$ cat config.mk
export PLATFORM = sky130hd
export DESIGN_NAME = vrp_queue
export DESIGN_NICKNAME = d
export VERILOG_FILES = /design/src/hw/rtl/vertex_rotate_project_core_macros.svh /design/src/hw/rtl/vrp_pkg.sv /design/src/hw/rtl/vrp_queue.sv
export SDC_FILE = /design/constraint.sdc
export NUM_CORES = 1
export LEC_CHECK = 0
export BUFFER_PORTS_ARGS = -buffer_cell sky130_fd_sc_hd__buf_2
export CAP_MARGIN = 20
export CORE_UTILIZATION = 45
export DETAILED_ROUTE_END_ITERATION = 8
export PLACE_DENSITY = 0.68
export SLEW_MARGIN = 25
export SYNTH_ARGS = -nofsm -noshare
export SYNTH_HDL_FRONTEND = slang
export SYNTH_SLANG_ARGS = --single-unit
export TNS_END_PERCENT = 10
$ cat constraint.sdc
create_clock -name i_clk -period 5.95 [get_ports i_clk]
set_input_delay 0.2975 -clock i_clk [delete_from_list [all_inputs] [get_ports i_clk]]
set_output_delay 0.2975 -clock i_clk [all_outputs]
set_load 0.03 [all_outputs]
$ cat src/hw/rtl/vertex_rotate_project_core_macros.svh
// Assertion macros for the vertex rotate and project core.
// Included by the top level; expects i_clk and i_rst_n in scope.
`ifndef VERTEX_ROTATE_PROJECT_CORE_MACROS_SVH
`define VERTEX_ROTATE_PROJECT_CORE_MACROS_SVH

// Check an implication on every clock edge outside reset.
`define VRP_ASSERT_IMPL(lbl, ante, cons, msg) \
    lbl: assert property (@(posedge i_clk) disable iff (!i_rst_n) (ante) |-> (cons)) \
        else $error(msg);

// Check a condition in the cycle after the antecedent.
`define VRP_ASSERT_NEXT(lbl, ante, cons, msg) \
    lbl: assert property (@(posedge i_clk) disable iff (!i_rst_n) (ante) |=> (cons)) \
        else $error(msg);

`endif

$ cat src/hw/rtl/vrp_pkg.sv
// Shared types, constants and helpers for the vertex rotate and project core.
// No dependencies.
`timescale 1ns / 1ps
`default_nettype none
package vrp_pkg;

    localparam int ANGLE_BITS_DEF = 12;
    localparam int QUEUE_DEPTH    = 2;
    localparam int QUOT_BITS      = 16;

    localparam logic [2:0] CFG_ANGLE_X  = 3'd0;
    localparam logic [2:0] CFG_ANGLE_Y  = 3'd1;
    localparam logic [2:0] CFG_ANGLE_Z  = 3'd2;
    localparam logic [2:0] CFG_OFFSET_X = 3'd3;
    localparam logic [2:0] CFG_OFFSET_Y = 3'd4;
    localparam logic [2:0] CFG_DEPTH    = 3'd5;

    localparam logic OP_VERTEX = 1'b0;
    localparam logic OP_NORMAL = 1'b1;

    localparam logic signed [16:0] RECENTRE   = 17'sd384;
    localparam logic signed [20:0] PERSP_Q88  = 21'sd204800;
    localparam logic signed [20:0] MIN_DEPTH  = 21'sd26;
    localparam logic signed [22:0] PROJ_SCALE = 23'sd1638400;
    localparam logic signed [19:0] CENTRE_X   = 20'sd50;
    localparam logic signed [19:0] CENTRE_Y   = 20'sd20;

    typedef struct packed {
        logic               opcode;
        logic signed [15:0] point_x;
        logic signed [15:0] point_y;
        logic signed [15:0] point_z;
    } t_in;

    typedef struct packed {
        logic signed [15:0] pixel_x;
        logic signed [15:0] pixel_y;
        logic signed [15:0] rotated_depth;
        logic               facing;
    } t_out;

    typedef struct packed {
        logic               op;
        logic signed [16:0] x;
        logic signed [16:0] y;
        logic signed [16:0] z;
    } t_item;

    typedef struct packed {
        logic signed [15:0] sin_x;
        logic signed [15:0] cos_x;
        logic signed [15:0] sin_y;
        logic signed [15:0] cos_y;
        logic signed [15:0] sin_z;
        logic signed [15:0] cos_z;
        logic signed [15:0] offset_x;
        logic signed [15:0] offset_y;
        logic signed [15:0] depth;
    } t_cfg;

    typedef struct packed {
        logic       full;
        logic [1:0] count;
    } t_qstat;

    function automatic logic [14:0] f_sin_entry(input int idx, input int qbits);
        real a;
        a = 1.5707963267948966 * real'(idx);
        for (int i = 0; i < qbits; i++) begin
            a = a * 0.5;
        end
        return 15'($rtoi(32767.0 * $sin(a) + 0.5));
    endfunction

    function automatic logic signed [15:0] f_sat16(input logic signed [19:0] v);
        logic signed [15:0] r;
        if (v > 20'sd32767) begin
            r = 16'sh7fff;
        end else if (v < -20'sd32768) begin
            r = 16'sh8000;
        end else begin
            r = v[15:0];
        end
        return r;
    endfunction

endpackage
`default_nettype wire

$ cat src/hw/rtl/vrp_queue.sv
// Short item queue between the front end and the transform pipeline.
// Depends on vrp_pkg.
`timescale 1ns / 1ps
`default_nettype none
module vrp_queue import vrp_pkg::*; (
    input  wire logic  i_clk,
    input  wire logic  i_rst_n,
    input  wire logic  i_push,
    input  wire t_item i_item,
    output logic       o_valid,
    output t_item      o_item,
    output t_qstat     o_stat
);
    t_item      r_mem [QUEUE_DEPTH];
    logic       r_wp, r_rp;
    logic [1:0] r_count, n_count;
    logic       pop;

    assign o_valid     = r_count != 2'd0;
    assign o_item      = r_mem[r_rp];
    assign pop         = o_valid;
    assign o_stat.full = r_count == 2'(QUEUE_DEPTH);
    assign o_stat.count = r_count;

    always_comb begin
        n_count = r_count + 2'(i_push) - 2'(pop);
    end

    always_ff @(posedge i_clk) begin
        if (!i_rst_n) begin
            r_wp    <= 1'b0;
            r_rp    <= 1'b0;
            r_count <= 2'd0;
        end else begin
            if (i_push) begin
                r_wp <= ~r_wp;
            end
            if (pop) begin
                r_rp <= ~r_rp;
            end
            r_count <= n_count;
        end
        if (i_push) begin
            r_mem[r_wp] <= i_item;
        end
    end
endmodule
`default_nettype wire

Yosys cells after proc, flatten, opt, wreduce, memory -nomap -nowiden
Memories as Yosys holds them, arrays and structs flattened. A register that Yosys moved wholly into a read port is not among the register bits.
Index checks and enable logic that the tools add are counted.
Cells by class
  add/sub/neg operators: 2
  multipliers: 0
  div/mod/pow operators: 0
  order comparisons: 0
  eq/ne operators: 1
  shift operators: 0
  muxes and demuxes: 4
  bitwise logic cells: 2
  reductions and logical operators: 1
Operators with widths (count)
  two-way mux 1 bit: 4
  adder 2 x 1 -> 2 bit: 1
  equality test 2 bit (second input constant): 1
  NOT 1 bit: 2
  nonzero test 2 bit: 1
  subtractor 2 x 1 -> 2 bit: 1
Storage, ports and cells
  register bits: 4
  latch bits: 0
  memory bits (writable): 104
  bits in read-only memories: 0
  input port bits: 55
  output and inout bits: 56
  logic and storage cells: 14
  memories: 1
Memories
  r_mem: depth 2, width 52, read ports 1, clocked after memory_dff 1, write ports 1, line vrp_queue.sv:14  | t_item r_mem [QUEUE_DEPTH];

Logic depth before layout (Yosys ltp)
  depth after elaboration: 3
  depth in mapped cells: 4
  gate-level depth less buffers: 4

Worst setup path after synthesis
No wires, ideal clock.
  path kind: flip-flop to flip-flop
  start: register r_wp
  end: memory r_mem[0][0] (netlist bit) (enable)
  setup time: 469 ps
  arrival time: 2649 ps
  required time: 5481 ps
  path slack: 2832 ps
  stages on the path, launching flop included: 2
  buffers on the path: 0
  period minus slack after synthesis: 3118 ps
  path through: dfxtp_1 -> nor2b_1
RTL lines
  from (decl): line vrp_queue.sv:15  | logic r_wp, r_rp;
  from (signal assigned): line vrp_queue.sv:36  | r_wp <= ~r_wp;
  to (decl): line vrp_queue.sv:14
No word-level cell before the write port.

==> impl_metrics.csv <==
group,metric,value,unit
floorplan,core.rowCount,34,
pwr,power.density,307,nW/um^2
floorplan,start_util,47.5,%
finish,drive_gt1_share,59.8,%
timing,fmax,0.440,GHz
placement,dpl.cell_count,398,
worst_setup_path,end_kind,"primary output",
flow_run,max_cap_violations,0,
floorplan,die_x,98.8,um
finish,multi_input_area,893,um^2
worst_setup_path,cpPeakStageDelay,980,ps
finish,fin_area,5020,um^2
finish,regArea,3230,um^2
timing,fin_worst_skew,7.93,ps
timing,setup_viol,0,
global_route,grt_max_degree,53,
logic_synthesis,syn_inst,184,
finish,fin_cells,414,
detailed_routing,firstDrtPassIters,4,
logic_synthesis,synth-seq-area-share,76.4,%
placement,pre_cts_slack,4000,ps
detailed_routing,vias,1970,
floorplan,dieArea,9770,um^2
pwr,power.total,1.54,mW
clock_network,clk_latency,360,ps
timing,final_hold_viol_count,0,
clock_network,cts_htree_levels,3,
global_route,grtUsageTotal,13.6,%
worst_setup_path,crit_chain,"mux2_2, buf_2",
worst_setup_path,cp.arrival,1980,ps
timing,max_slew_margin,34.5,%
worst_setup_path,worstSetupPathType,"reg2out",
timing,setup_ws,3670,ps
detailed_routing,wl_per_cell,15.4,um
timing,period_needed,2280,ps
global_route,grt_pass1_vias,1946,
timing,worst_hold_slack,122,ps
placement,portBuffers,110,
detailed_routing,final_antenna_net_count,0,
finish,nets,357,
clock_network,post_cts_resized,0,
placement,place_congestion,0.623,
placement,place_hpwl,4020,um
clock_network,post_cts_buffers,0,
clock_network,clock_sinks,109,
clock_network,clk_pin_slew,100,ps
worst_setup_path,crit_buf_inv,1,
finish,n_fill_cell,692,
detailed_routing,drtIter0Drc,44,
logic_synthesis,synth_area,4220,um^2
clock_network,numCtsBuffers,9,
logic_synthesis,yosys_warnings,0,
floorplan,core_area,8890,um^2
placement,place_area,4820,um^2
min_path,min_path_type,"in2reg",
clock_network,hold_buffers,0,
finish,final_common_cell,"buf_2",
detailed_routing,drcViolationCount,0,
finish,diodes,0,
timing,finalCritPeriodShare,38.2,%
pwr,irDropWorstVdd,0.147,mV
global_route,overflow,0,
floorplan,fp.dieH,98.8,um
worst_setup_path,slowest_stage,"dfxtp_4",
logic_synthesis,ys_types,17,
clock_network,clk_path_buf_depth,2,
clock_network,root_buffer,"clkbuf_8",
global_route,grt_pass1_wl,9870,um
floorplan,ios,111,
finish,syn2layout_area_growth,18.9,%
detailed_routing,routed_wl,6370,um
detailed_routing,vias_per_cell,4.76,
clock_network,cts_tree,"built",
timing,setup_tns,0,ps
worst_setup_path,crit_required,5650,ps
logic_synthesis,synth.avg_cell_area,22.9,um^2
worst_setup_path,cp-start-kind,"register",
global_route,antenna_found_initial,0,
logic_synthesis,ys_seq_elements,109,
finish,final_core_util,56.4,%
worst_setup_path,crit_path_max_fanout,52,
timing,rsz0062_at_grt,"false",
worst_setup_path,crit_family,"flip-flops",
timing,worst_slew_pin_slew,983,ps
logic_synthesis,syn_nets,240,
status,status,"finished, final reports clean",
timing,slew_viol_final,0,
finish,layout_common_cells,"buf_2 (110), edfxtp_1 (104), mux2_4 (50), clkbuf_8 (9), dfxtp_1 (4)",
pwr,p_leak,2.00,nW
-- layout make-up --
type                       instances  area share [%]
clock buffer                      10            2.54
clock inverter                     6            1.37
multi-input combinational         69            17.8
sequential                       109            64.3
tap                              108            2.69
timing repair buffer             112            11.3
-- synthesized netlist by cell type --
| cell type | number | area share [%] |
|---|---|---|
| or3_1 | 1 | 0.15 |
| mux2i_1 | 1 | 0.24 |
| o21ai_0 | 1 | 0.12 |
| o21a_1 | 1 | 0.18 |
| nand2_1 | 2 | 0.18 |
| and3_1 | 2 | 0.30 |
| buf_6 | 1 | 0.27 |
| buf_12 | 5 | 2.4 |
| dfxtp_1 | 5 | 2.4 |
| edfxtp_1 | 104 | 74 |
| or2_2 | 1 | 0.15 |
| mux2_4 | 50 | 18 |
| ha_1 | 1 | 0.30 |
| nor2b_1 | 4 | 0.59 |
| nand2b_1 | 1 | 0.15 |
| mux2_2 | 2 | 0.53 |
| and2_1 | 2 | 0.30 |
-- worst register-to-register path: cells and delay by family (launching register included) --
family | cells | cell delay, ps
AND/OR/NAND/NOR | 1 | 590
buffers and inverters | 1 | 490
flip-flops | 1 | 350
-- layer usage --
layer  routed length [um]  global-route usage (%)  up-vias  share of wire (%)
met3                  427                    5.04        5                6.7
met4                   61                    5.17        0               0.96
met1                 2850                    17.0      942                 45
met5                    0                       0        -                  0
li1                     -                       -      950                  -
met2                 3030                    21.8       73                 48
-- final timing paths --
kind / startpoint / end / slack (ps) / depth (start not counted)
setup reg to reg: r_wp / r_mem[0][12] / 4170 / 2
hold / removal: i_item[43] / r_mem[0][43] / 120 / 1
hold reg to reg: r_count[1] / r_count[1] / 560 / 2
setup / recovery: register / o_item[51] / 3670 / 2
-- registers in the layout, summed over array words and instances (netlist names), named ones only --
name     cells
r_count      2
r_mem      104
r_rp         1
r_wp         1
-- cells by family after synthesis --
kind of cell	count (synthesis)	share of synthesized area [%]
buffers and inverters	6	2.64
AO/OA/AOI/OAI	2	0.297
flip-flops	109	76.4
multiplexers	53	18.6
AND/OR/NAND/NOR	13	1.81
adder cells (fa/ha/maj)	1	0.297
-- report_power, final --
group	total (mW)	leakage (nW)	switching [mW]	internal, mW
registers	0.904	1.02	0.0224	0.882
clock network	0.438	0.0973	0.240	0.198
logic	0.198	0.889	0.112	0.0855
total	1.54	2.00	0.374	1.17
Power figures use the tool's default switching activity.
