### config.mk
export PLATFORM = sky130hd
export DESIGN_NAME = vrp_front
export DESIGN_NICKNAME = d
export VERILOG_FILES = /design/src/hw/rtl/vertex_rotate_project_core_macros.svh /design/src/hw/rtl/vrp_pkg.sv /design/src/hw/rtl/vrp_front.sv
export SDC_FILE = /design/constraint.sdc
export NUM_CORES = 1
export LEC_CHECK = 0
export BUFFER_PORTS_ARGS = -buffer_cell sky130_fd_sc_hd__buf_4
export CAP_MARGIN = 25
export CORE_MARGIN = 2
export CORE_UTILIZATION = 32
export CTS_BUF_LIST = sky130_fd_sc_hd__clkbuf_4 sky130_fd_sc_hd__clkbuf_8
export CTS_CLUSTER_DIAMETER = 50
export DETAILED_ROUTE_END_ITERATION = 12
export PLACE_DENSITY = 0.68
export SKIP_CTS_REPAIR_TIMING = 1
export SLEW_MARGIN = 20
export SYNTH_ARGS = -nofsm -noshare
export SYNTH_HDL_FRONTEND = slang
export SYNTH_SLANG_ARGS = --single-unit
### constraint.sdc
create_clock -name i_clk -period 5.8 [get_ports i_clk]
set_input_delay 0.29 -clock i_clk [delete_from_list [all_inputs] [get_ports i_clk]]
set_output_delay 0.29 -clock i_clk [all_outputs]
set_load 0.03 [all_outputs]
### src/hw/rtl/vertex_rotate_project_core_macros.svh
// Assertion macros for the vertex rotate and project core.
// Included by the top level; expects i_clk and i_rst_n in scope.
`ifndef VERTEX_ROTATE_PROJECT_CORE_MACROS_SVH
`define VERTEX_ROTATE_PROJECT_CORE_MACROS_SVH

// Check an implication on every clock edge outside reset.
`define VRP_ASSERT_IMPL(lbl, ante, cons, msg) \
    lbl: assert property (@(posedge i_clk) disable iff (!i_rst_n) (ante) |-> (cons)) \
        else $error(msg);

// Check a condition in the cycle after the antecedent.
`define VRP_ASSERT_NEXT(lbl, ante, cons, msg) \
    lbl: assert property (@(posedge i_clk) disable iff (!i_rst_n) (ante) |=> (cons)) \
        else $error(msg);

`endif

### src/hw/rtl/vrp_pkg.sv
// Shared types, constants and helpers for the vertex rotate and project core.
// No dependencies.
`timescale 1ns / 1ps
`default_nettype none
package vrp_pkg;

    localparam int ANGLE_BITS_DEF = 12;
    localparam int QUEUE_DEPTH    = 2;
    localparam int QUOT_BITS      = 16;

    localparam logic [2:0] CFG_ANGLE_X  = 3'd0;
    localparam logic [2:0] CFG_ANGLE_Y  = 3'd1;
    localparam logic [2:0] CFG_ANGLE_Z  = 3'd2;
    localparam logic [2:0] CFG_OFFSET_X = 3'd3;
    localparam logic [2:0] CFG_OFFSET_Y = 3'd4;
    localparam logic [2:0] CFG_DEPTH    = 3'd5;

    localparam logic OP_VERTEX = 1'b0;
    localparam logic OP_NORMAL = 1'b1;

    localparam logic signed [16:0] RECENTRE   = 17'sd384;
    localparam logic signed [20:0] PERSP_Q88  = 21'sd204800;
    localparam logic signed [20:0] MIN_DEPTH  = 21'sd26;
    localparam logic signed [22:0] PROJ_SCALE = 23'sd1638400;
    localparam logic signed [19:0] CENTRE_X   = 20'sd50;
    localparam logic signed [19:0] CENTRE_Y   = 20'sd20;

    typedef struct packed {
        logic               opcode;
        logic signed [15:0] point_x;
        logic signed [15:0] point_y;
        logic signed [15:0] point_z;
    } t_in;

    typedef struct packed {
        logic signed [15:0] pixel_x;
        logic signed [15:0] pixel_y;
        logic signed [15:0] rotated_depth;
        logic               facing;
    } t_out;

    typedef struct packed {
        logic               op;
        logic signed [16:0] x;
        logic signed [16:0] y;
        logic signed [16:0] z;
    } t_item;

    typedef struct packed {
        logic signed [15:0] sin_x;
        logic signed [15:0] cos_x;
        logic signed [15:0] sin_y;
        logic signed [15:0] cos_y;
        logic signed [15:0] sin_z;
        logic signed [15:0] cos_z;
        logic signed [15:0] offset_x;
        logic signed [15:0] offset_y;
        logic signed [15:0] depth;
    } t_cfg;

    typedef struct packed {
        logic       full;
        logic [1:0] count;
    } t_qstat;

    function automatic logic [14:0] f_sin_entry(input int idx, input int qbits);
        real a;
        a = 1.5707963267948966 * real'(idx);
        for (int i = 0; i < qbits; i++) begin
            a = a * 0.5;
        end
        return 15'($rtoi(32767.0 * $sin(a) + 0.5));
    endfunction

    function automatic logic signed [15:0] f_sat16(input logic signed [19:0] v);
        logic signed [15:0] r;
        if (v > 20'sd32767) begin
            r = 16'sh7fff;
        end else if (v < -20'sd32768) begin
            r = 16'sh8000;
        end else begin
            r = v[15:0];
        end
        return r;
    endfunction

endpackage
`default_nettype wire

### src/hw/rtl/vrp_front.sv
// Front end: takes command beats, recentres vertices and holds one item.
// Depends on vrp_pkg.
`timescale 1ns / 1ps
`default_nettype none
module vrp_front import vrp_pkg::*; (
    input  wire logic  i_clk,
    input  wire logic  i_rst_n,
    input  wire logic  i_start,
    input  wire t_in   i_cmd,
    input  wire logic  i_q_full,
    output logic       o_busy,
    output logic       o_push,
    output t_item      o_item
);
    logic  r_valid, n_valid;
    t_item r_item, n_item;
    logic  accept;

    assign o_busy = r_valid & i_q_full;
    assign accept = i_start & ~o_busy;
    assign o_push = r_valid & ~i_q_full;
    assign o_item = r_item;

    always_comb begin
        n_item.op = i_cmd.opcode;
        n_item.x  = 17'(i_cmd.point_x);
        n_item.y  = 17'(i_cmd.point_y);
        n_item.z  = 17'(i_cmd.point_z);
        if (i_cmd.opcode == OP_VERTEX) begin
            n_item.x = 17'(i_cmd.point_x) - RECENTRE;
            n_item.y = 17'(i_cmd.point_y) - RECENTRE;
            n_item.z = 17'(i_cmd.point_z) - RECENTRE;
        end
        n_valid = accept | (r_valid & i_q_full);
    end

    always_ff @(posedge i_clk) begin
        if (!i_rst_n) begin
            r_valid <= 1'b0;
        end else begin
            r_valid <= n_valid;
        end
        if (accept) begin
            r_item <= n_item;
        end
    end
endmodule
`default_nettype wire

### Word-level counts from Yosys, hierarchy flattened

Cells that the tools add are included.

* input port bits: 53
* flip-flop bits (word level): 53
* logic and storage cells: 15
* output and inout port bits: 54

* multiplexer cells: 1
* $add $sub $neg: 3
* bitwise logic cells: 6

Operator list (number)
* 2-to-1 mux 51 bit: 1
* subtractor 16 x 10 -> 17 bit (second input constant): 3
* AND 1 bit: 3
* NOT 1 bit: 2
* OR 1 bit: 1

### Longest topological paths before layout

Gate-level depths: netlist of run 1.

* depth in word-level cells: 4
* depth in mapped cells: 4
* depth with buffers taken out: 4

### Worst setup path before layout of run 1

No wires, ideal clock.

* path kind: reg-to-reg
* from: register r_valid
* to: register r_item (netlist bit o_item[0]), enable pin
* data required time: 5333 ps
* cell stages (with the launch flop): 3
* path slack: 2423 ps
* period minus slack after synthesis: 3377 ps
* library setup time: 467 ps
* arrival: 2910 ps
* path buffers: 0
* cells stage by stage: dfxtp_1 and2_1 nor2b_1

* longest elaborated chain between the ends: 3

RTL lines
* start: declaration: line vrp_front.sv:15 `logic r_valid, n_valid;`
* start signal: assignment: line vrp_front.sv:41 `r_valid <= n_valid;`
* AND 1 bit: line vrp_front.sv:19 `assign o_busy = r_valid & i_q_full;`
* via o_busy: line vrp_front.sv:11 `output logic o_busy,`
* NOT 1 bit: line vrp_front.sv:20 `assign accept = i_start & ~o_busy;`
* AND 1 bit: line vrp_front.sv:20
* via accept: line vrp_front.sv:17 `logic accept;`
* end signal: assignment: line vrp_front.sv:44 `r_item <= n_item;`
* end: declaration: line vrp_front.sv:16 `t_item r_item, n_item;`

The timed path passes the listed nets, and every way through them passes these cells.
A chain may end at the register's enable or synchronous reset.

### Final worst setup path of run 1

* from: register r_valid
* to: register r_item (netlist bit o_item[51]), enable pin

* longest elaborated chain between the ends: 3

RTL lines (line)
* AND 1 bit: vrp_front.sv:19
* NOT 1 bit: vrp_front.sv:20
* AND 1 bit: vrp_front.sv:20
* via accept: vrp_front.sv:17

The timed path passes the listed nets, and every way through them passes these cells.

==> impl_results.md, run 1 <==
* Critical path's top delay family: buffers and inverters
* Fin util at 0.486
* Distinct cell type count after synthesis at 22
* Final count of negative-setup-slack endpoints at 0
* Nets at 295
* Die Ht at between 80 and 90 um
* Fillers at ~580
* Placer Congestion at 0.758
* Max-cap viol count at 0
* Worst Path Max Fanout at 52
* Clk buf depth at 2
* Final wirelength at roughly 4200 um
* Crit end category: register
* Largest net degree at the start of global routing at 53
* Overflow after GRT at 0
* Root buf cell: clkbuf_8
* Hpwl dp at around 3200 um
* ANT nets after route at 0
* Setup CP Type: register to register
* Status: finished clean
* Seq/Total Area, Yosys at 0.735
* Drt via density at about 4.5
* Setup Total Neg Slack at 0 ps
* Hold Fails Final Rpt at 0
* DRC at 0
* FF+latch count, synth at 53
* IO Count at about 110
* Reg clk slew, reported paths at ~90 ps
* Synth top area cells: edfxtp_1, xnor2_1, xor2_1
* Highest-delay cell along the critical path: buf_4
* Row Count at 29
* Crit path cell chain: and2_1 -> nor2b_4 -> buf_4
* H-tree levels at 2
* Initial DRT Pass Iterations at 4
* Max Clock Freq at roughly 670 MHz
* Width of the die at 86.0 um
* Worst slew pin tran at ~620 ps
* Fin. max-slew vios at 0
* Synth area leader: edfxtp_1
* CP peak stage delay at ~510 ps
* Layout cell share with drive strength beyond 1 at 0.517
* Gate Count Post-Synth at about 130
* Routed length per instance at approximately 13 um
* Fin crit period at about 1500 ps
* TritonCTS clock tree: done
* Num CTS Buffers at 5
* Final Power at between 800 and 900 uW
* YS warnings at 0
* Vias at roughly 1,400
* Leak at about 0.0013 uW
* RSZ-0062 raised after global routing: no
* Core Area at 0.00642 mm^2
* Post-Syn Nets at 183
* Crit path buf inv count at 1
* Post-synth top area share at 0.726
* ANT cells at 0
* Initial antenna violation count at 0
* Die area at approximately 0.0074 mm^2
* Total GRT Usage at 0.110
* Max VDD drop at 0.0932 mV
* Initial DRC Count at 27
* Synthesized area at 0.00215 mm^2
* First-pass GRT wire length at ~6000 um
* Syn avg cell area at 16.9 um^2
* Port bufs at about 110
* Syn-to-layout area delta at 45.1%
* Initial core utilization at 0.335
* Vias in the first global route at roughly 1,400
* Max_slew headroom at 0.585
* Worst hold path class: input port to register
* Final Skew at 3.92 ps
* Startpoint types: register
* Final period utilization at 0.259
* Req. time, crit path at about 5700 ps
* Worst EP arrival at around 1400 ps
* # clock sinks at 53
* Pwr Density at ~260 mW/mm^2
* Clock Latency Late Sink at 300 ps
[path summary, 6_finish.rpt]
check	start	to	slack, ps	cells after the start
setup / recovery	r_valid	o_item[51]	4300	3
hold / removal	i_cmd[36]	o_item[38]	160	1
setup reg to reg	r_valid	o_item[51]	4300	3
hold reg to reg	r_valid	r_valid	680	2
[power breakdown]
group | internal, uW | total (uW) | switching (uW)
clock | 83.4 | 196 | 113
combinational | 67.1 | 160 | 92.9
sequential | 452 | 458 | 6.36
[cells in the mapped netlist]
| master | instances |
|---|---|
| a21oi_1 | 1 |
| ha_1 | 3 |
| edfxtp_1 | 52 |
| nand3_2 | 2 |
| nand2_1 | 10 |
| nand3_1 | 1 |
| xor2_1 | 9 |
| nor4_2 | 1 |
| nor3_1 | 1 |
| mux2_2 | 3 |
| xnor2_1 | 15 |
| and2_1 | 1 |
| a211oi_1 | 2 |
| o21bai_1 | 3 |
| dfxtp_1 | 1 |
| nand4b_1 | 1 |
| o21a_1 | 1 |
| nor2b_1 | 3 |
| nor2_1 | 9 |
| nor4_1 | 4 |
| buf_6 | 2 |
| nor4_4 | 2 |
[state kept, by name, indices dropped and copies added (netlist names)]
register and flops:
r_valid 1, o_item 52
[cells by family (layout without fill, tap and decap cells)]
group | after synthesis | in the layout | share of synthesized area
DFF | 53 | 53 | 0.735
and+or+nand+nor | 35 | 35 | 0.100
xor gates and xnor gates | 24 | 24 | 0.0977
AOI/OAI and AO/OA | 7 | 7 | 0.0233
adders and majority gates | 3 | 3 | 0.0175
muxes | 3 | 3 | 0.0157
buffers and inverters | 2 | 115 | 0.0105
[stage by stage]
stage / hold slack, ps / cells / instance area, um^2 / setup WS [ps]
2_1_floorplan: 389 / 127 / 2150 / 2420
6_report: 160 / 317 / 3120 / 4300
3_5_place_dp: 470 / 309 / 3040 / 4190
4_1_cts: 148 / 317 / 3120 / 4280
5_1_grt: 139 / 317 / 3120 / 4220
3_3_place_gp: 468 / 309 / 3040 / 4210
[metal layers]
layer	GRT usage	share of wire	vias to the layer above
met4	0.0563	0.026	0
met5	0	0	-
li1	-	-	692
met2	0.177	0.46	73
met1	0.128	0.39	656
met3	0.0395	0.12	9
[layout make-up]
| cell class | instances | area [um^2] | area share |
|---|---|---|---|
| flip-flops and latches | 53 | 1580 | 0.507 |
| clock buffers | 5 | 68.8 | 0.0220 |
| repair buffers | 107 | 803 | 0.257 |
| well taps | 77 | 96.3 | 0.0309 |
| multi-input cells | 72 | 554 | 0.178 |
| clock inverters | 3 | 17.5 | 0.00561 |
[layout by cell type (no fill, tap or decap), drive strengths merged]
| master | count |
|---|---|
| clkbuf | 5 |
| a21oi | 1 |
| and2 | 1 |
| edfxtp | 52 |
| mux2 | 3 |
| clkinvlp | 1 |
| nor4 | 7 |
| xor2 | 9 |
| nor2b | 3 |
| clkinv | 2 |
| xnor2 | 15 |
| dfxtp | 1 |
| nor2 | 9 |
| ha | 3 |
| o21bai | 3 |
| nand3 | 3 |
| a211oi | 2 |
| buf | 107 |
| o21a | 1 |
| nand4b | 1 |
| nor3 | 1 |
| nand2 | 10 |
(Power assumes the default switching activity.)
==> run 2: changes to the inputs <==
ABC_AREA = 1   (was default)
PLACE_DENSITY = 0.7   (was 0.68)
clock period = 1.35 ns   (was 5.8 ns; I/O delays follow)
==> run 2 against run 1 <==
Via count grew 21%. Clock-buffer cell count is the same. Critical endpoint is now o_item[38]. Sequential power grew to 4.3 times the previous value. Clock power grew to 5.4 times the previous value.
==> impl_results.md, run 2 <==
* Synth area leader: edfxtp_1
* YS warnings at 0 (unchanged)
* Max-cap viol count at 0 (unchanged)
* Finished Layout Cells at 396 (+25%)
* Max VDD drop at 0.419 mV (+350%)
* Worst EP arrival at 1140 ps (-300 ps)
* Hpwl dp at 3620 um (+12%)
* Worst slew pin tran at 279 ps (-343 ps)
* CP peak stage delay at 330 ps (-180 ps)
* Final wirelength at 4950 um (+19%)
* Largest net degree at the start of global routing at 32 (-40%)
* Syn-to-layout area delta at 57.2%
* Initial DRC Count at 71 (+160%)
* Hold Fails Final Rpt at 0 (unchanged)
* Total GRT Usage at 0.123 (+0.0131)
* ANT nets after route at 0 (unchanged)
* Die area at 0.00759 mm^2 (+2.6%)
* FF+latch count, synth at 53 (unchanged)
* Startpoint types: register
* Synth Flop Type: edfxtp_1
* Clk buf depth at 2 (unchanged)
* Layout cell share with drive strength beyond 1 at 0.396 (-0.121)
* Worst hold path class: input port to register
* Die Ht at 87.1 um (+1.3%)
* Placed Instance Area at 0.00315 mm^2 (+3.9%)
* DRC at 0 (unchanged)
* Max_slew headroom at 0.813 (+0.228)
* Core Area at 0.00672 mm^2 (+4.6%)
* Synth top area cells: edfxtp_1, nand2_1, xor2_1
* Synthesized area at 0.00221 mm^2 (+2.7%)
* Routed length per instance at 12.5 um (-5.0%)
* IO Count at 107 (unchanged)
* Most common cell in the netlist: edfxtp_1
* Num CTS Buffers at 5 (unchanged)
* Clock Latency Late Sink at 300 ps (about the same)
* Worst Path Max Fanout at 31 (-40%)
* Crit end category: register
* Drt via density at 4.38 (-2.9%)
* Placer Congestion at 0.720 (-4.9%)
* Port bufs at 106 (unchanged)
* Crit path cell chain: nand2_2 -> inv_4 -> nor2_4 -> buf_12
* Final count of negative-setup-slack endpoints at 0 (unchanged)
* Crit path buf inv count at 2 (+1)
* Fin. max-slew vios at 0 (unchanged)
* Post-synth EDFFs at 52 (unchanged)
* Setup CP Type: register to register
* Req. time, crit path at 1350 ps (-4390 ps)
* Post-synth top area share at 0.707 (-0.0193)
* Final period utilization at 0.846 (+0.587)
* RSZ-0062 raised after global routing: no
* Pwr Density at 1090 mW/mm^2 (+320%)
* First-pass GRT wire length at 7090 um (+15%)
* Post-Syn Nets at 235 (+28%)
* Initial antenna violation count at 0 (unchanged)
* Initial DRT Pass Iterations at 4 (unchanged)
* Design Area, Final at 0.00347 mm^2 (+11%)
* Max reg flops at 52 (unchanged)
* Fin util at 0.517 (+0.0311)
* Seq/Total Area, Yosys at 0.716 (-0.0196)
* Fin crit period at 1140 ps (-358 ps)
* Root buf cell: clkbuf_8
* Most frequent cells in the layout: buf_4, edfxtp_1, nand2_1
* Reg clk slew, reported paths at 90 ps (about the same)
* Vias in the first global route at 1,626 (+20%)
* Leak at 0.00155 uW (+24%)
* Row Count at 30 (+3.4%)
* Gate Count Post-Synth at 179 (+41%)
* Cells after DPL at 367 (+19%)
* Commonest cells in the synthesized netlist: edfxtp_1, nand2_1, inv_1
* Initial core utilization at 0.329 (-0.00603)
* Critical path's top delay family: flip-flops
* H-tree levels at 2 (unchanged)
* # clock sinks at 53 (unchanged)
* Width of the die at 87.1 um (+1.3%)
* Nets at 371 (+26%)
* ANT cells at 0 (unchanged)
* Status: finished clean
* Syn avg cell area at 12.3 um^2 (-27%)
* Max Clock Freq at 876 MHz (+31%)
* Synth async-reset ratio at 0 (unchanged)
* Overflow after GRT at 0 (unchanged)
* Vias at 1,734 (+21%)
* Final Skew at 8.26 ps (+4.34 ps)
* Commonest non-fill, non-tap cell in the layout: buf_4
* TritonCTS clock tree: done
* Highest-delay cell along the critical path: dfxtp_1
* Distinct cell type count after synthesis at 19 (-14%)
-- run 2: worst paths after layout --
kind	startpoint	to	slack, ps	cells past startpoint
max	r_valid	o_item[38]	210	4
min	i_rst_n	r_valid	30	2
max reg2reg	r_valid	o_item[38]	210	4
min reg2reg	r_valid	r_valid	540	2
-- run 2: cell families after synthesis --
kind of cell,after synthesis,share of synthesized area
flip-flops,53,0.716
AO/OA/AOI/OAI,5,0.0125
buffers and inverters,21,0.0391
AND/OR/NAND/NOR,84,0.164
XOR/XNOR,13,0.0515
adder cells (fa/ha/maj),3,0.0170
-- run 2: report_power, final --
group	leakage (uW)	internal [uW]	switching (uW)
registers	0.000512	1940	31.4
logic	0.000987	331	430
clock network	0.0000518	546	501
total	0.00155	2820	963
-- run 2: per-layer routing --
layer / part of all wire / global-route usage / wire length, um
met1: 0.38 / 0.124 / 1900
met3: 0.086 / 0.0521 / 426
met4: 0.018 / 0.0517 / 91
met5: 0 / 0 / 0
met2: 0.51 / 0.220 / 2540
-- run 2: metrics by stage --
stage / TNS, ps / power, uW / hold slack [ps] / setup WS (ps)
after floorplan: -15410 / 2380 / 166 / -296
after global placement: 0 / 2710 / 246 / 221
after detailed placement: 0 / 2730 / 247 / 187
after CTS: 0 / 3770 / -73.3 / 207
after global routing: 0 / 3960 / 16.5 / 140
final: 0 / 3780 / 34.6 / 208
-- run 2: area by class of cell --
cell class,count,area [um^2]
inverters,20,77.6
fillers,602,3240
clock buffers,5,68.8
flip-flops and latches,53,1580
repair buffers,130,1050
clock inverters,3,41.3
multi-input cells,105,552
well taps,80,100
==> run 3: changes to the inputs <==
PLACE_DENSITY = 0.68   (was 0.7)
clock period = 1.2 ns   (was 1.35 ns; I/O delays follow)
==> run 3 against run 2 <==
Highest routed layer unchanged. First-iteration DRC count down 41%. Clock-buffer cell count up 1. Combinational power up 12%. Register-to-register slack worse by 130 ps. Clock power down 4%. Maximum frequency up 1.8%. Largest power group unchanged. Routed wire length up 0.87%. Non-clock buffer count up 2. Largest cell class unchanged. Global-route usage up 0.15 points. Total power up 8.0%.
==> impl_results.md, run 3 (synthesis gave the netlist of run 2 again) <==
* Setup Total Neg Slack at 0 ps (unchanged)
* TritonCTS clock tree: done
* Final Skew at 4.32 ps (-3.94 ps)
* Clock Latency Late Sink at 300 ps (about the same)
* Most frequent cells in the layout: buf_4, edfxtp_1, nand2_1
* Placed Instance Area at 0.00316 mm^2 (about the same)
* Setup CP Type: register to register
* Final wirelength at 5000 um (+0.87%)
* Met2 WL at 2610 um (+3.0%)
* Vias in the first global route at 1,577 (-3.0%)
* Req. time, crit path at 1200 ps (-150 ps)
* Reg clk slew, reported paths at 90 ps (about the same)
* Design Area, Final at 0.00346 mm^2 (-0.47%)
* Die area at 0.00759 mm^2 (unchanged)
* DRC at 0 (unchanged)
* Hpwl dp at 3690 um (+1.9%)
* Worst EP arrival at 1120 ps (-20 ps)
* Fillers at 596 (-1.0%)
* Initial antenna violation count at 0 (unchanged)
* Max reg flops at 52 (unchanged)
* Core Area at 0.00672 mm^2 (unchanged)
* RSZ-0062 raised after global routing: no
* H-tree levels at 2 (unchanged)
* Row Count at 30 (unchanged)
* R2R Path Start: r_valid
* Layout cell share with drive strength beyond 1 at 0.403 (+0.00695)
* Overflow after GRT at 0 (unchanged)
* Syn-to-layout area delta at 56.5%
* Reg2reg end: o_item[29]
* Nets at 373 (+0.54%)
* IO Count at 107 (unchanged)
* Initial core utilization at 0.329 (unchanged)
* Final Power at 4080 uW (+8.0%)
* Total GRT Usage at 0.124 (+0.00145)
* Flop-to-flop setup slack at 80 ps (-130 ps)
* Depth of the worst hold-timing path at 2 (unchanged)
* Num CTS Buffers at 5 (unchanged)
* Initial DRT Pass Iterations at 4 (unchanged)
* Hold Fails Final Rpt at 0 (unchanged)
* Drt via density at 4.31 (-1.5%)
* Max layer used: met4
* Max VDD drop at 0.481 mV (+15%)
* Max-cap viol count at 0 (unchanged)
* Largest net degree at the start of global routing at 37 (+16%)
* Worst Path Max Fanout at 16 (-48%)
* Metal-1 WL at 1950 um (+2.7%)
* Fin crit period at 1120 ps (-20.0 ps)
* Initial DRC Count at 42 (-41%)
* Worst hold path class: input port to register
* Placer Congestion at 0.782 (+8.5%)
* Routed length per instance at 12.6 um (+0.36%)
* Width of the die at 87.1 um (unchanged)
* Pwr Density at 1180 mW/mm^2 (+8.6%)
* Worst slew pin tran at 304 ps (+24.6 ps)
* Commonest non-fill, non-tap cell in the layout: buf_4
* ANT nets after route at 0 (unchanged)
* Max_slew headroom at 0.797 (-0.0165)
* Clk buf depth at 2 (unchanged)
* Die Ht at 87.1 um (unchanged)
* Met3 wire len at 384 um (-9.9%)
* Startpoint types: register
* Final count of negative-setup-slack endpoints at 0 (unchanged)
* Worst Reg2Reg Path Length in Cells at 4 (unchanged)
* Status: finished clean
* First-pass GRT wire length at 7250 um (+2.1%)
* Hold Crit Start: i_rst_n
* Leak at 0.00155 uW (-0.34%)
* Final period utilization at 0.935 (+0.0890)
* ANT cells at 0 (unchanged)
* Fin. max-slew vios at 0 (unchanged)
* Root buf cell: clkbuf_8
* Crit end category: register
* Vias at 1,716 (-1.0%)
* Hold endpoint: r_valid
* Port bufs at 106 (unchanged)
* Max Clock Freq at 891 MHz (+1.8%)
* # clock sinks at 53 (unchanged)
[run 3: metrics by stage]
step	utilization	worst slack, ps	hold WS (ps)	std cells
finish	0.515	78.1	21.3	398
global route	0.515	23.9	10.4	398
CTS	0.483	58.5	-83.9	377
global placement	0.470	58.5	239	369
detailed placement	0.470	36.0	239	369
floorplan	-	-446	159	179
[run 3: power breakdown]
part | total, uW | switching [uW] | internal [uW]
clock network | 1010 | 578 | 435
registers | 2210 | 34.1 | 2180
logic | 855 | 484 | 371
[run 3: final cells by class]
cell class / instances / area [um^2] / share of cell area
multi-input combinational: 105 / 552 / 0.160
timing repair buffer: 132 / 1060 / 0.305
inverter: 20 / 77.6 / 0.0224
tap: 80 / 100 / 0.0289
clock inverter: 2 / 15.0 / 0.00434
sequential: 53 / 1580 / 0.457
clock buffer: 6 / 76.3 / 0.0221
[run 3: how the worst max path moves through the flow]
| stage | cells after the start | startpoint | to | slack (ps) |
|---|---|---|---|---|
| 2_1_floorplan | 3 | r_valid | o_item[0] | -450 |
| 3_3_place_gp | 7 | i_cmd[48] | o_item[15] | 60 |
| 3_5_place_dp | 7 | i_cmd[48] | o_item[15] | 40 |
| 4_1_cts | 4 | r_valid | o_item[16] | 60 |
| 5_1_grt | 4 | r_valid | o_item[29] | 20 |
| 6_report | 4 | r_valid | o_item[29] | 80 |
[run 3: critical path, stage by stage (launching register included)]
cell and delay, ps:
dfxtp_1 330, nand2_2 80, inv_4 40, nor2_4 120, buf_4 250
[run 3: per-layer routing]
layer | global-route usage | up-vias
met1 | 0.134 | 772
met2 | 0.225 | 67
met3 | 0.0493 | 5
li1 | - | 872
met5 | 0 | -
met4 | 0.0336 | 0
